**src/hw/rtl/rar_pkg.sv**
```systemverilog
package rar_pkg;

	localparam int OpW   = 16;
	localparam int MagW  = 33;
	localparam int NumW  = 33;
	localparam int DenW  = 31;
	localparam int QDepth = 2;

	localparam logic [1:0] OP_ADD = 2'd0;
	localparam logic [1:0] OP_SUB = 2'd1;
	localparam logic [1:0] OP_MUL = 2'd2;
	localparam logic [1:0] OP_DIV = 2'd3;

	localparam logic [1:0] ST_OK       = 2'd0;
	localparam logic [1:0] ST_BAD_OP   = 2'd1;
	localparam logic [1:0] ST_ZERO_DEN = 2'd2;

	typedef struct packed {
		logic [1:0]      req_type;
		logic [OpW-1:0]  a_numerator;
		logic [OpW-1:0]  a_denominator;
		logic [OpW-1:0]  b_numerator;
		logic [OpW-1:0]  b_denominator;
	} req_t;

	// unreduced job handed from front to back
	typedef struct packed {
		logic            n_neg;
		logic [MagW-1:0] n_mag;
		logic            d_neg;
		logic [MagW-1:0] d_mag;
	} job_t;

	typedef struct packed {
		logic [NumW-1:0] result_numerator;
		logic [DenW-1:0] result_denominator;
		logic [1:0]      status;
	} res_t;

endpackage

```
**src/hw/rtl/rar_front.sv**
```systemverilog
// Front: numerator cross products first, then the signed sum with the denominator product.
module rar_front (
	input  logic          clk,
	input  logic          arst_n,
	input  logic          in_valid,
	output logic          in_ready,
	input  rar_pkg::req_t in_req,
	output logic          job_valid,
	input  logic          job_ready,
	output rar_pkg::job_t job
);
	import rar_pkg::*;

	localparam int PW = 2 * OpW;

	logic                 busy_q;
	logic                 phase_q;
	logic                 done_q;
	req_t                 req_q;
	logic [OpW-1:0]       mag_an, mag_ad, mag_bn, mag_bd;
	logic                 sg_an, sg_ad, sg_bn, sg_bd;
	logic [PW-1:0]        p1_q, p2_q;
	logic                 s1_q, s2_q;
	logic [OpW-1:0]       m1x, m1y, m2x, m2y;
	logic                 m1s, m2s;
	logic [PW-1:0]        m1p, m2p;
	logic [MagW-1:0]      e1, e2, sum_mag;
	logic                 s2_eff, sum_neg;
	job_t                 job_q;

	function automatic logic [OpW-1:0] absv(input logic [OpW-1:0] v);
		return v[OpW-1] ? (~v + 1'b1) : v;
	endfunction

	assign sg_an = req_q.a_numerator[OpW-1];
	assign sg_ad = req_q.a_denominator[OpW-1];
	assign sg_bn = req_q.b_numerator[OpW-1];
	assign sg_bd = req_q.b_denominator[OpW-1];
	assign mag_an = absv(req_q.a_numerator);
	assign mag_ad = absv(req_q.a_denominator);
	assign mag_bn = absv(req_q.b_numerator);
	assign mag_bd = absv(req_q.b_denominator);

	// phase 0: numerator products; phase 1: denominator product
	always_comb begin
		m2x = mag_bn; m2y = mag_ad; m2s = sg_bn ^ sg_ad;
		if (!phase_q) begin
			if (req_q.req_type == OP_MUL) begin
				m1x = mag_an; m1y = mag_bn; m1s = sg_an ^ sg_bn;
			end else begin
				m1x = mag_an; m1y = mag_bd; m1s = sg_an ^ sg_bd;
			end
		end else begin
			if (req_q.req_type == OP_DIV) begin
				m1x = mag_ad; m1y = mag_bn; m1s = sg_ad ^ sg_bn;
			end else begin
				m1x = mag_ad; m1y = mag_bd; m1s = sg_ad ^ sg_bd;
			end
		end
	end
	assign m1p = m1x * m1y;
	assign m2p = m2x * m2y;

	assign e1 = MagW'(p1_q);
	assign e2 = MagW'(p2_q);
	always_comb begin
		s2_eff = (req_q.req_type == OP_SUB) ? ~s2_q : s2_q;
		if (req_q.req_type == OP_MUL || req_q.req_type == OP_DIV) begin
			sum_mag = e1; sum_neg = s1_q;
		end else if (s1_q == s2_eff) begin
			sum_mag = e1 + e2; sum_neg = s1_q;
		end else if (e1 >= e2) begin
			sum_mag = e1 - e2; sum_neg = s1_q;
		end else begin
			sum_mag = e2 - e1; sum_neg = s2_eff;
		end
		if (sum_mag == '0) sum_neg = 1'b0;
	end

	assign in_ready  = !busy_q;
	assign job_valid = done_q;
	assign job       = job_q;

	always_ff @(posedge clk or negedge arst_n) begin
		if (!arst_n) begin
			busy_q  <= 1'b0;
			phase_q <= 1'b0;
			done_q  <= 1'b0;
		end else begin
			if (in_valid && in_ready) begin
				busy_q  <= 1'b1;
				phase_q <= 1'b0;
			end else if (busy_q && !done_q && !phase_q) begin
				phase_q <= 1'b1;
			end else if (busy_q && !done_q) begin
				done_q <= 1'b1;
			end else if (done_q && job_ready) begin
				done_q <= 1'b0;
				busy_q <= 1'b0;
			end
		end
	end

	always_ff @(posedge clk) begin
		if (in_valid && in_ready) req_q <= in_req;
		if (busy_q && !done_q && !phase_q) begin
			p1_q <= m1p; p2_q <= m2p;
			s1_q <= m1s && (m1p != '0);
			s2_q <= m2s && (m2p != '0);
		end
		if (busy_q && !done_q && phase_q) begin
			job_q.n_neg <= sum_neg;
			job_q.n_mag <= sum_mag;
			job_q.d_mag <= MagW'(m1p);
			job_q.d_neg <= m1s && (m1p != '0);
		end
	end

endmodule

```
**src/hw/rtl/rar_queue.sv**
```systemverilog
// Two-entry queue between front and back.
module rar_queue (
	input  logic          clk,
	input  logic          arst_n,
	input  logic          wr_valid,
	output logic          wr_ready,
	input  rar_pkg::job_t wr_data,
	output logic          rd_valid,
	input  logic          rd_ready,
	output rar_pkg::job_t rd_data
);
	import rar_pkg::*;

	job_t       mem_q [QDepth];
	logic       wp_q, rp_q;
	logic [1:0] cnt_q;
	logic       wr, rd;

	assign wr_ready = cnt_q != 2'(QDepth);
	assign rd_valid = cnt_q != 2'd0;
	assign rd_data  = mem_q[rp_q];
	assign wr = wr_valid && wr_ready;
	assign rd = rd_valid && rd_ready;

	always_ff @(posedge clk or negedge arst_n) begin
		if (!arst_n) begin
			wp_q <= 1'b0; rp_q <= 1'b0; cnt_q <= 2'd0;
		end else begin
			if (wr) wp_q <= ~wp_q;
			if (rd) rp_q <= ~rp_q;
			cnt_q <= cnt_q + 2'(wr) - 2'(rd);
		end
	end

	always_ff @(posedge clk) begin
		if (wr) mem_q[wp_q] <= wr_data;
	end

endmodule

```
**src/hw/rtl/rar_back.sv**
```systemverilog
// Back: Euclid by repeated restoring division, then two divisions by the gcd.
module rar_back (
	input  logic          clk,
	input  logic          arst_n,
	input  logic          job_valid,
	output logic          job_ready,
	input  rar_pkg::job_t job,
	output logic          res_valid,
	input  logic          res_ready,
	output rar_pkg::res_t res
);
	import rar_pkg::*;

	localparam logic [2:0] S_IDLE = 3'd0;
	localparam logic [2:0] S_GCD  = 3'd1;
	localparam logic [2:0] S_DN   = 3'd2;
	localparam logic [2:0] S_DD   = 3'd3;
	localparam logic [2:0] S_OUT  = 3'd4;
	localparam int CW = $clog2(MagW + 1);

	logic [2:0]      state_q;
	job_t            job_q;
	logic [MagW-1:0] p_q, q_q;      // euclid operands
	logic [MagW-1:0] quo_q, rem_q, dvs_q, nq_q;
	logic [CW-1:0]   bit_q;
	logic            div_on_q;
	logic [MagW:0]   trial;
	logic [MagW-1:0] rem_sh;
	res_t            res_q;
	logic            neg;

	// one restoring step on quo_q (dividend shifting out), rem_q, dvs_q
	assign rem_sh = {rem_q[MagW-2:0], quo_q[MagW-1]};
	assign trial  = {rem_q, quo_q[MagW-1]} - {1'b0, dvs_q};
	assign neg    = job_q.n_neg ^ job_q.d_neg;

	assign job_ready = state_q == S_IDLE;
	assign res_valid = state_q == S_OUT;
	assign res       = res_q;

	always_ff @(posedge clk or negedge arst_n) begin
		if (!arst_n) begin
			state_q <= S_IDLE;
		end else begin
			unique case (state_q)
				S_IDLE: if (job_valid) begin
					if (job.d_mag == '0 || job.n_mag == '0) state_q <= S_OUT;
					else state_q <= S_GCD;
				end
				S_GCD: if (!div_on_q && q_q == '0) state_q <= S_DN;
				S_DN:  if (div_on_q && bit_q == '0) state_q <= S_DD;
				S_DD:  if (div_on_q && bit_q == '0) state_q <= S_OUT;
				S_OUT: if (res_ready) state_q <= S_IDLE;
				default: state_q <= S_IDLE;
			endcase
		end
	end

	always_ff @(posedge clk) begin
		if (div_on_q) begin
			quo_q <= {quo_q[MagW-2:0], ~trial[MagW]};
			rem_q <= trial[MagW] ? rem_sh : trial[MagW-1:0];
			bit_q <= bit_q - 1'b1;
			if (bit_q == '0) div_on_q <= 1'b0;
		end
		unique case (state_q)
			S_IDLE: begin
				div_on_q <= 1'b0;
				job_q <= job;
				p_q <= job.n_mag;
				q_q <= job.d_mag;
				if (job.d_mag == '0) begin
					res_q.result_numerator   <= NumW'(job.n_mag != '0);
					res_q.result_denominator <= '0;
					res_q.status             <= ST_ZERO_DEN;
				end else begin
					res_q.result_numerator   <= '0;
					res_q.result_denominator <= DenW'(1);
					res_q.status             <= ST_OK;
				end
			end
			S_GCD: begin
				if (!div_on_q && q_q != '0) begin
					quo_q <= p_q; rem_q <= '0; dvs_q <= q_q;
					bit_q <= CW'(MagW - 1); div_on_q <= 1'b1;
				end else if (div_on_q && bit_q == '0) begin
					p_q <= q_q;
					q_q <= trial[MagW] ? rem_sh : trial[MagW-1:0];
				end else if (!div_on_q) begin
					quo_q <= job_q.n_mag; rem_q <= '0; dvs_q <= p_q;
					bit_q <= CW'(MagW - 1); div_on_q <= 1'b1;
				end
			end
			S_DN: if (div_on_q && bit_q == '0) begin
				nq_q <= {quo_q[MagW-2:0], ~trial[MagW]};
			end
			S_DD: if (!div_on_q) begin
				quo_q <= job_q.d_mag; rem_q <= '0; dvs_q <= p_q;
				bit_q <= CW'(MagW - 1); div_on_q <= 1'b1;
			end else if (bit_q == '0) begin
				res_q.result_numerator <= neg ? NumW'(-nq_q) : NumW'(nq_q);
				res_q.result_denominator <= DenW'({quo_q[MagW-2:0], ~trial[MagW]});
				res_q.status <= ST_OK;
			end
			S_OUT: ;
			default: ;
		endcase
	end

endmodule

```
**src/hw/rtl/rational_arithmetic_reduce_unit.sv**
```systemverilog
// Channel | Dir | tdata (low bit up)                                | tuser
// s_axis  | in  | a_num[15:0] a_den[31:16] b_num[47:32] b_den[63:48] | req_type[1:0]
// m_axis  | out | result_numerator[32:0] result_denominator[63:33]   | status[1:0]
//
// One item at a time through the back end; the front starts the next item
// while the back runs. Each Euclid step and the two final divisions run in
// one shared bit-serial restoring divider, so the time per item grows with
// the Euclid step count. A zero unreduced numerator or denominator skips the
// divider. arst_n clears control state at once, but not the back's div_on_q.
// Stalls on m_axis hold the result; the queue lets the front accept until it fills.
module rational_arithmetic_reduce_unit (
	input  logic        clk,
	input  logic        arst_n,
	input  logic        s_axis_tvalid,
	output logic        s_axis_tready,
	input  logic [63:0] s_axis_tdata,   // a_numerator, a_denominator, b_numerator, b_denominator
	input  logic [1:0]  s_axis_tuser,   // req_type
	output logic        m_axis_tvalid,
	input  logic        m_axis_tready,
	output logic [63:0] m_axis_tdata,   // result_numerator, result_denominator
	output logic [1:0]  m_axis_tuser    // status
);
	import rar_pkg::*;

	req_t req;
	job_t f_job, q_job;
	res_t res;
	logic f_valid, f_ready, q_valid, q_ready;

	// unpack the transfer into named fields
	assign req.req_type      = s_axis_tuser;
	assign req.a_numerator   = s_axis_tdata[15:0];
	assign req.a_denominator = s_axis_tdata[31:16];
	assign req.b_numerator   = s_axis_tdata[47:32];
	assign req.b_denominator = s_axis_tdata[63:48];

	rar_front u_front (
		.clk, .arst_n,
		.in_valid(s_axis_tvalid), .in_ready(s_axis_tready), .in_req(req),
		.job_valid(f_valid), .job_ready(f_ready), .job(f_job)
	);

	rar_queue u_queue (
		.clk, .arst_n,
		.wr_valid(f_valid), .wr_ready(f_ready), .wr_data(f_job),
		.rd_valid(q_valid), .rd_ready(q_ready), .rd_data(q_job)
	);

	rar_back u_back (
		.clk, .arst_n,
		.job_valid(q_valid), .job_ready(q_ready), .job(q_job),
		.res_valid(m_axis_tvalid), .res_ready(m_axis_tready), .res(res)
	);

	assign m_axis_tdata = {res.result_denominator, res.result_numerator};
	assign m_axis_tuser = res.status;

	// a finished result never reports an invalid operation
	a_no_bad_op: assert property (@(posedge clk) disable iff (!arst_n)
		m_axis_tvalid |-> m_axis_tuser != ST_BAD_OP) else $error("bad status");
	// zero-denominator results carry a zero denominator field
	a_zero_den: assert property (@(posedge clk) disable iff (!arst_n)
		(m_axis_tvalid && m_axis_tuser == ST_ZERO_DEN) |-> m_axis_tdata[63:33] == '0)
		else $error("zero den mismatch");
	// ok results never have a zero denominator
	a_ok_den: assert property (@(posedge clk) disable iff (!arst_n)
		(m_axis_tvalid && m_axis_tuser == ST_OK) |-> m_axis_tdata[63:33] != '0)
		else $error("ok with zero den");

endmodule

```
**config.mk**
```make
export PLATFORM = sky130hd
export DESIGN_NAME = rational_arithmetic_reduce_unit
export DESIGN_NICKNAME = d
export VERILOG_FILES = /design/src/hw/rtl/rar_pkg.sv /design/src/hw/rtl/rar_front.sv /design/src/hw/rtl/rar_queue.sv /design/src/hw/rtl/rar_back.sv /design/src/hw/rtl/rational_arithmetic_reduce_unit.sv
export SDC_FILE = /design/constraint.sdc
export NUM_CORES = 2
export LEC_CHECK = 0
export BUFFER_PORTS_ARGS = -buffer_cell sky130_fd_sc_hd__buf_2
export CELL_PAD_IN_SITES_DETAIL_PLACEMENT = 1
export CELL_PAD_IN_SITES_GLOBAL_PLACEMENT = 1
export CORE_UTILIZATION = 45
export DETAILED_ROUTE_END_ITERATION = 10
export PLACE_DENSITY_LB_ADDON = 0.1
export SYNTH_ARGS = -nofsm -noshare
export SYNTH_HDL_FRONTEND = slang
export SYNTH_SLANG_ARGS = --single-unit
```
**constraint.sdc**
```tcl
create_clock -name clk -period 11.8 [get_ports clk]
set_input_delay 1.77 -clock clk [delete_from_list [all_inputs] [get_ports clk]]
set_output_delay 1.77 -clock clk [all_outputs]
set_load 0.02 [all_outputs]
```
==> results by group <==
Status
  • Outcome: complete, no violations

Clocking
  • Hold buffers post-CTS: 0
  • Post-CTS Setup Inserts: 0
  • CTS clk-pin slew, worst paths: 60 ps
  • PostCTS Resize Cnt: 0
  • Htree depth: 3
  • TritonCTS Buffers: 76
  • CTS tree: done
  • Clock buffer depth: 3
  • Clock sink count: 680
  • Clock root cell: clkbuf_16
  • Worst-Skew Late Latency: about 670 ps

STA
  • Worst Clk Skew: 56.00 ps
  • Max-slew violations: 0
  • Final Cycle Share: 0.8963
  • Post-Route Setup TNS: 0 ps
  • Fin. Hold Viols: 0
  • Tmin final: between 10000 and 15000 ps
  • Worst slew margin: 0.2194
  • Worst Max-Slew Pin Slew: 1163 ps
  • Max Fclk: 94.55 MHz
  • # setup viols final: 0
  • Unrepaired setup endpoints after global routing: no

Global route
  • Initial antenna violation count: 4
  • Met1 usage: 0.3572
  • GR Layer Usage met3: 0.03561
  • Total congestion overflow: 0
  • GR peak layer: met2
  • First-pass GRT wire length: 246400 um
  • Met2 Resource Use GR: 0.4933
  • Vias in the first global route: approximately 40k
  • GRT Util Overall: 0.2821
  • Largest net degree at the start of global routing: 76

Min path
  • Worst hold endpoint: u_queue.mem_q[0][26]
  • Min-Delay Startpoint: u_front.job[26]
  • Min-Delay Path Depth: 0
  • Tightest Hold Check Type: reg2reg

Critical path
  • RR Startpoint: u_front.req_q[32]
  • Setup crit start: u_front.req_q[32]
  • CP Capture Type: flop
  • Reg2reg end: u_front.s1_q
  • CP required: 12160 ps
  • Worst r2r path cells: 27
  • Crit Path Category: reg2reg
  • Worst reg2reg setup slack: approximately 1200 ps
  • Arrival time worst endpoint: 10940 ps
  • CP Launch Type: flop
  • Critical path peak fanout: 12

Detailed routing
  • # DRC: 0
  • Routed wire per std cell: 24.20 um
  • Routed WL: 162300 um
  • First-pass DRT Iterations: 5
  • Starting DRC count in detailed routing: roughly 2.5k
  • Vias per inst: 5.648
  • Via Count: 37.89k
  • Post-DRT Antenna Nets: 0

Floorplanning
  • Initial Util: 0.4537
  • Die height: 338.8 um
  • I/O pin count: 138
  • Die W: approximately 340 um
  • Num rows: 123
  • CORE AREA: 112500 um2
  • Die ar.: 114800 um2

Logic synthesis
  • Syn_area_per_cell: slightly above 10 um2
  • Cell area after synthesis: 51040 um2
  • Yosys warns: 0
  • Syn Inst Count: roughly 5.1k
  • Post-synth cell types: 87
  • EDFF count, synth: 597
  • Asr flop ratio synth: 0.01471
  • Ys flop type: edfxtp_1
  • Post-Synthesis Net Count: 5866
  • Synth Register Bits: 680
  • Part of the Yosys area used for sequential elements: 0.3847

Placement
  • Post-detail-place hpwl: about 130000 um
  • I/O Buffers: 136
  • Placer Congestion: 0.9077

Flow run
  • Max-cap viol count: 0

Finish
  • Area Overhead vs Synth: 9.731%
  • NumNets Final: approximately 6.0k
  • Share of cells above drive strength 1: 0.08202
## area by class of cell
type,instances,area [um2]
tap,1500,1877
fill,12516,56490
inverter,672,2522
antenna,2,5.005
timing repair buffer,218,1296
clock inverter,34,420.4
sequential,680,19650
multi-input combinational,3500,28180
clock buffer,102,2059
## per-stage QoR
step | worst slack, ps | instance area, um2 | utilization | hold WS (ps) | cells
after floorplan | 2666 | 51040 | - | 421.5 | 5058
after global placement | 1441 | 53530 | 0.4758 | 422.0 | 6570
after detailed placement | 1280 | 53530 | 0.4758 | 430.8 | 6570
after CTS | 1261 | 56010 | 0.4978 | 416.0 | 6706
after global routing | 785.4 | 56010 | 0.4979 | 410.3 | 6707
final | 1223 | 56010 | 0.4979 | 407.1 | 6708
## cell usage after synthesis, drive strengths merged, types with 55 or more instances
| cell type | instances | area, um2 |
|---|---|---|
| xor2 | 85 | 744.5 |
| dfxtp | 73 | 1461 |
| nand3 | 55 | 290.3 |
| ha | 346 | 4329 |
| clkbuf | 157 | 589.3 |
| o21ai | 246 | 1231 |
| inv | 671 | 2519 |
| fa | 392 | 7848 |
| nand2 | 536 | 2012 |
| a21o | 66 | 495.5 |
| a21oi | 284 | 1425 |
| mux2i | 110 | 1101 |
| nor2 | 484 | 1819 |
| xnor2 | 132 | 1156 |
| edfxtp | 597 | 17930 |
## worst max path at each step
| stage | cells after the start | end | slack (ps) |
|---|---|---|---|
| global placement | 32 | u_front.job[33] | 1440 |
| CTS | 27 | u_front.s1_q | 1260 |
| detailed placement | 32 | u_front.job[33] | 1280 |
| floorplan | 32 | u_front.job[33] | 2670 |
| finish | 27 | u_front.s1_q | 1220 |
| global route | 32 | u_front.s1_q | 790 |
## cell usage in the layout (no fill, tap or decap), drive strengths merged, types with 43 or more instances in the layout
cell,instances
inv,675
edfxtp,597
nand2,536
nor2,484
fa,392
ha,346
a21oi,284
o21ai,246
buf,218
xnor2,132
mux2i,110
clkbuf,102
xor2,85
dfxtp,73
a21o,66
nand3,55
and2,50
o211ai,50
nor3,50
nor4,47
mux2,43
## worst max-delay path, stage by stage, from the launching register on
cell,delay (ps)
edfxtp_1,790
clkinv_1,550
ha_1,390
nand2b_1,190
xnor2_1,940
nand2_1,360
o21ai_1,590
and2_1,280
fa_1,440
ha_1,210
inv_1,90
fa_1,440
fa_1,550
inv_1,50
fa_1,490
fa_1,420
ha_1,350
o21a_1,160
o21ai_0,100
nor2b_1,170
o41ai_1,700
a41o_1,330
xor2_1,110
or4_1,530
nor3_1,150
nand3b_1,100
or4_1,430
o41a_1,400
## kinds of logic after synthesis
family,count (synthesis),share of synthesized area
xor+xnor,217,0.03723
buf+inv,878,0.06582
other cells,1,0.00007347
simple gates,1445,0.1270
mux,153,0.03106
flops,680,0.3847
fa+ha+maj,738,0.2386
compound gates,946,0.1155
## sequential cells by signal (all words and copies together) (netlist names), 65 cells and up
| name | count |
|---|---|
| u_back.job_q | 67 |
| u_queue.mem_q | 134 |
| u_back.res | 65 |
| u_front.req_q | 66 |
| u_front.job | 67 |
## layer usage
layer / vias up / part of all wire
li1: 17380 / -
met1: 19221 / 0.42
met2: 1010 / 0.50
met3: 276 / 0.044
met4: 2 / 0.039
met5: - / 0.000080
Power is left out: the tool's default activity adds up to more than one toggle a clock period on the data nets, which glitch-free logic cannot reach.
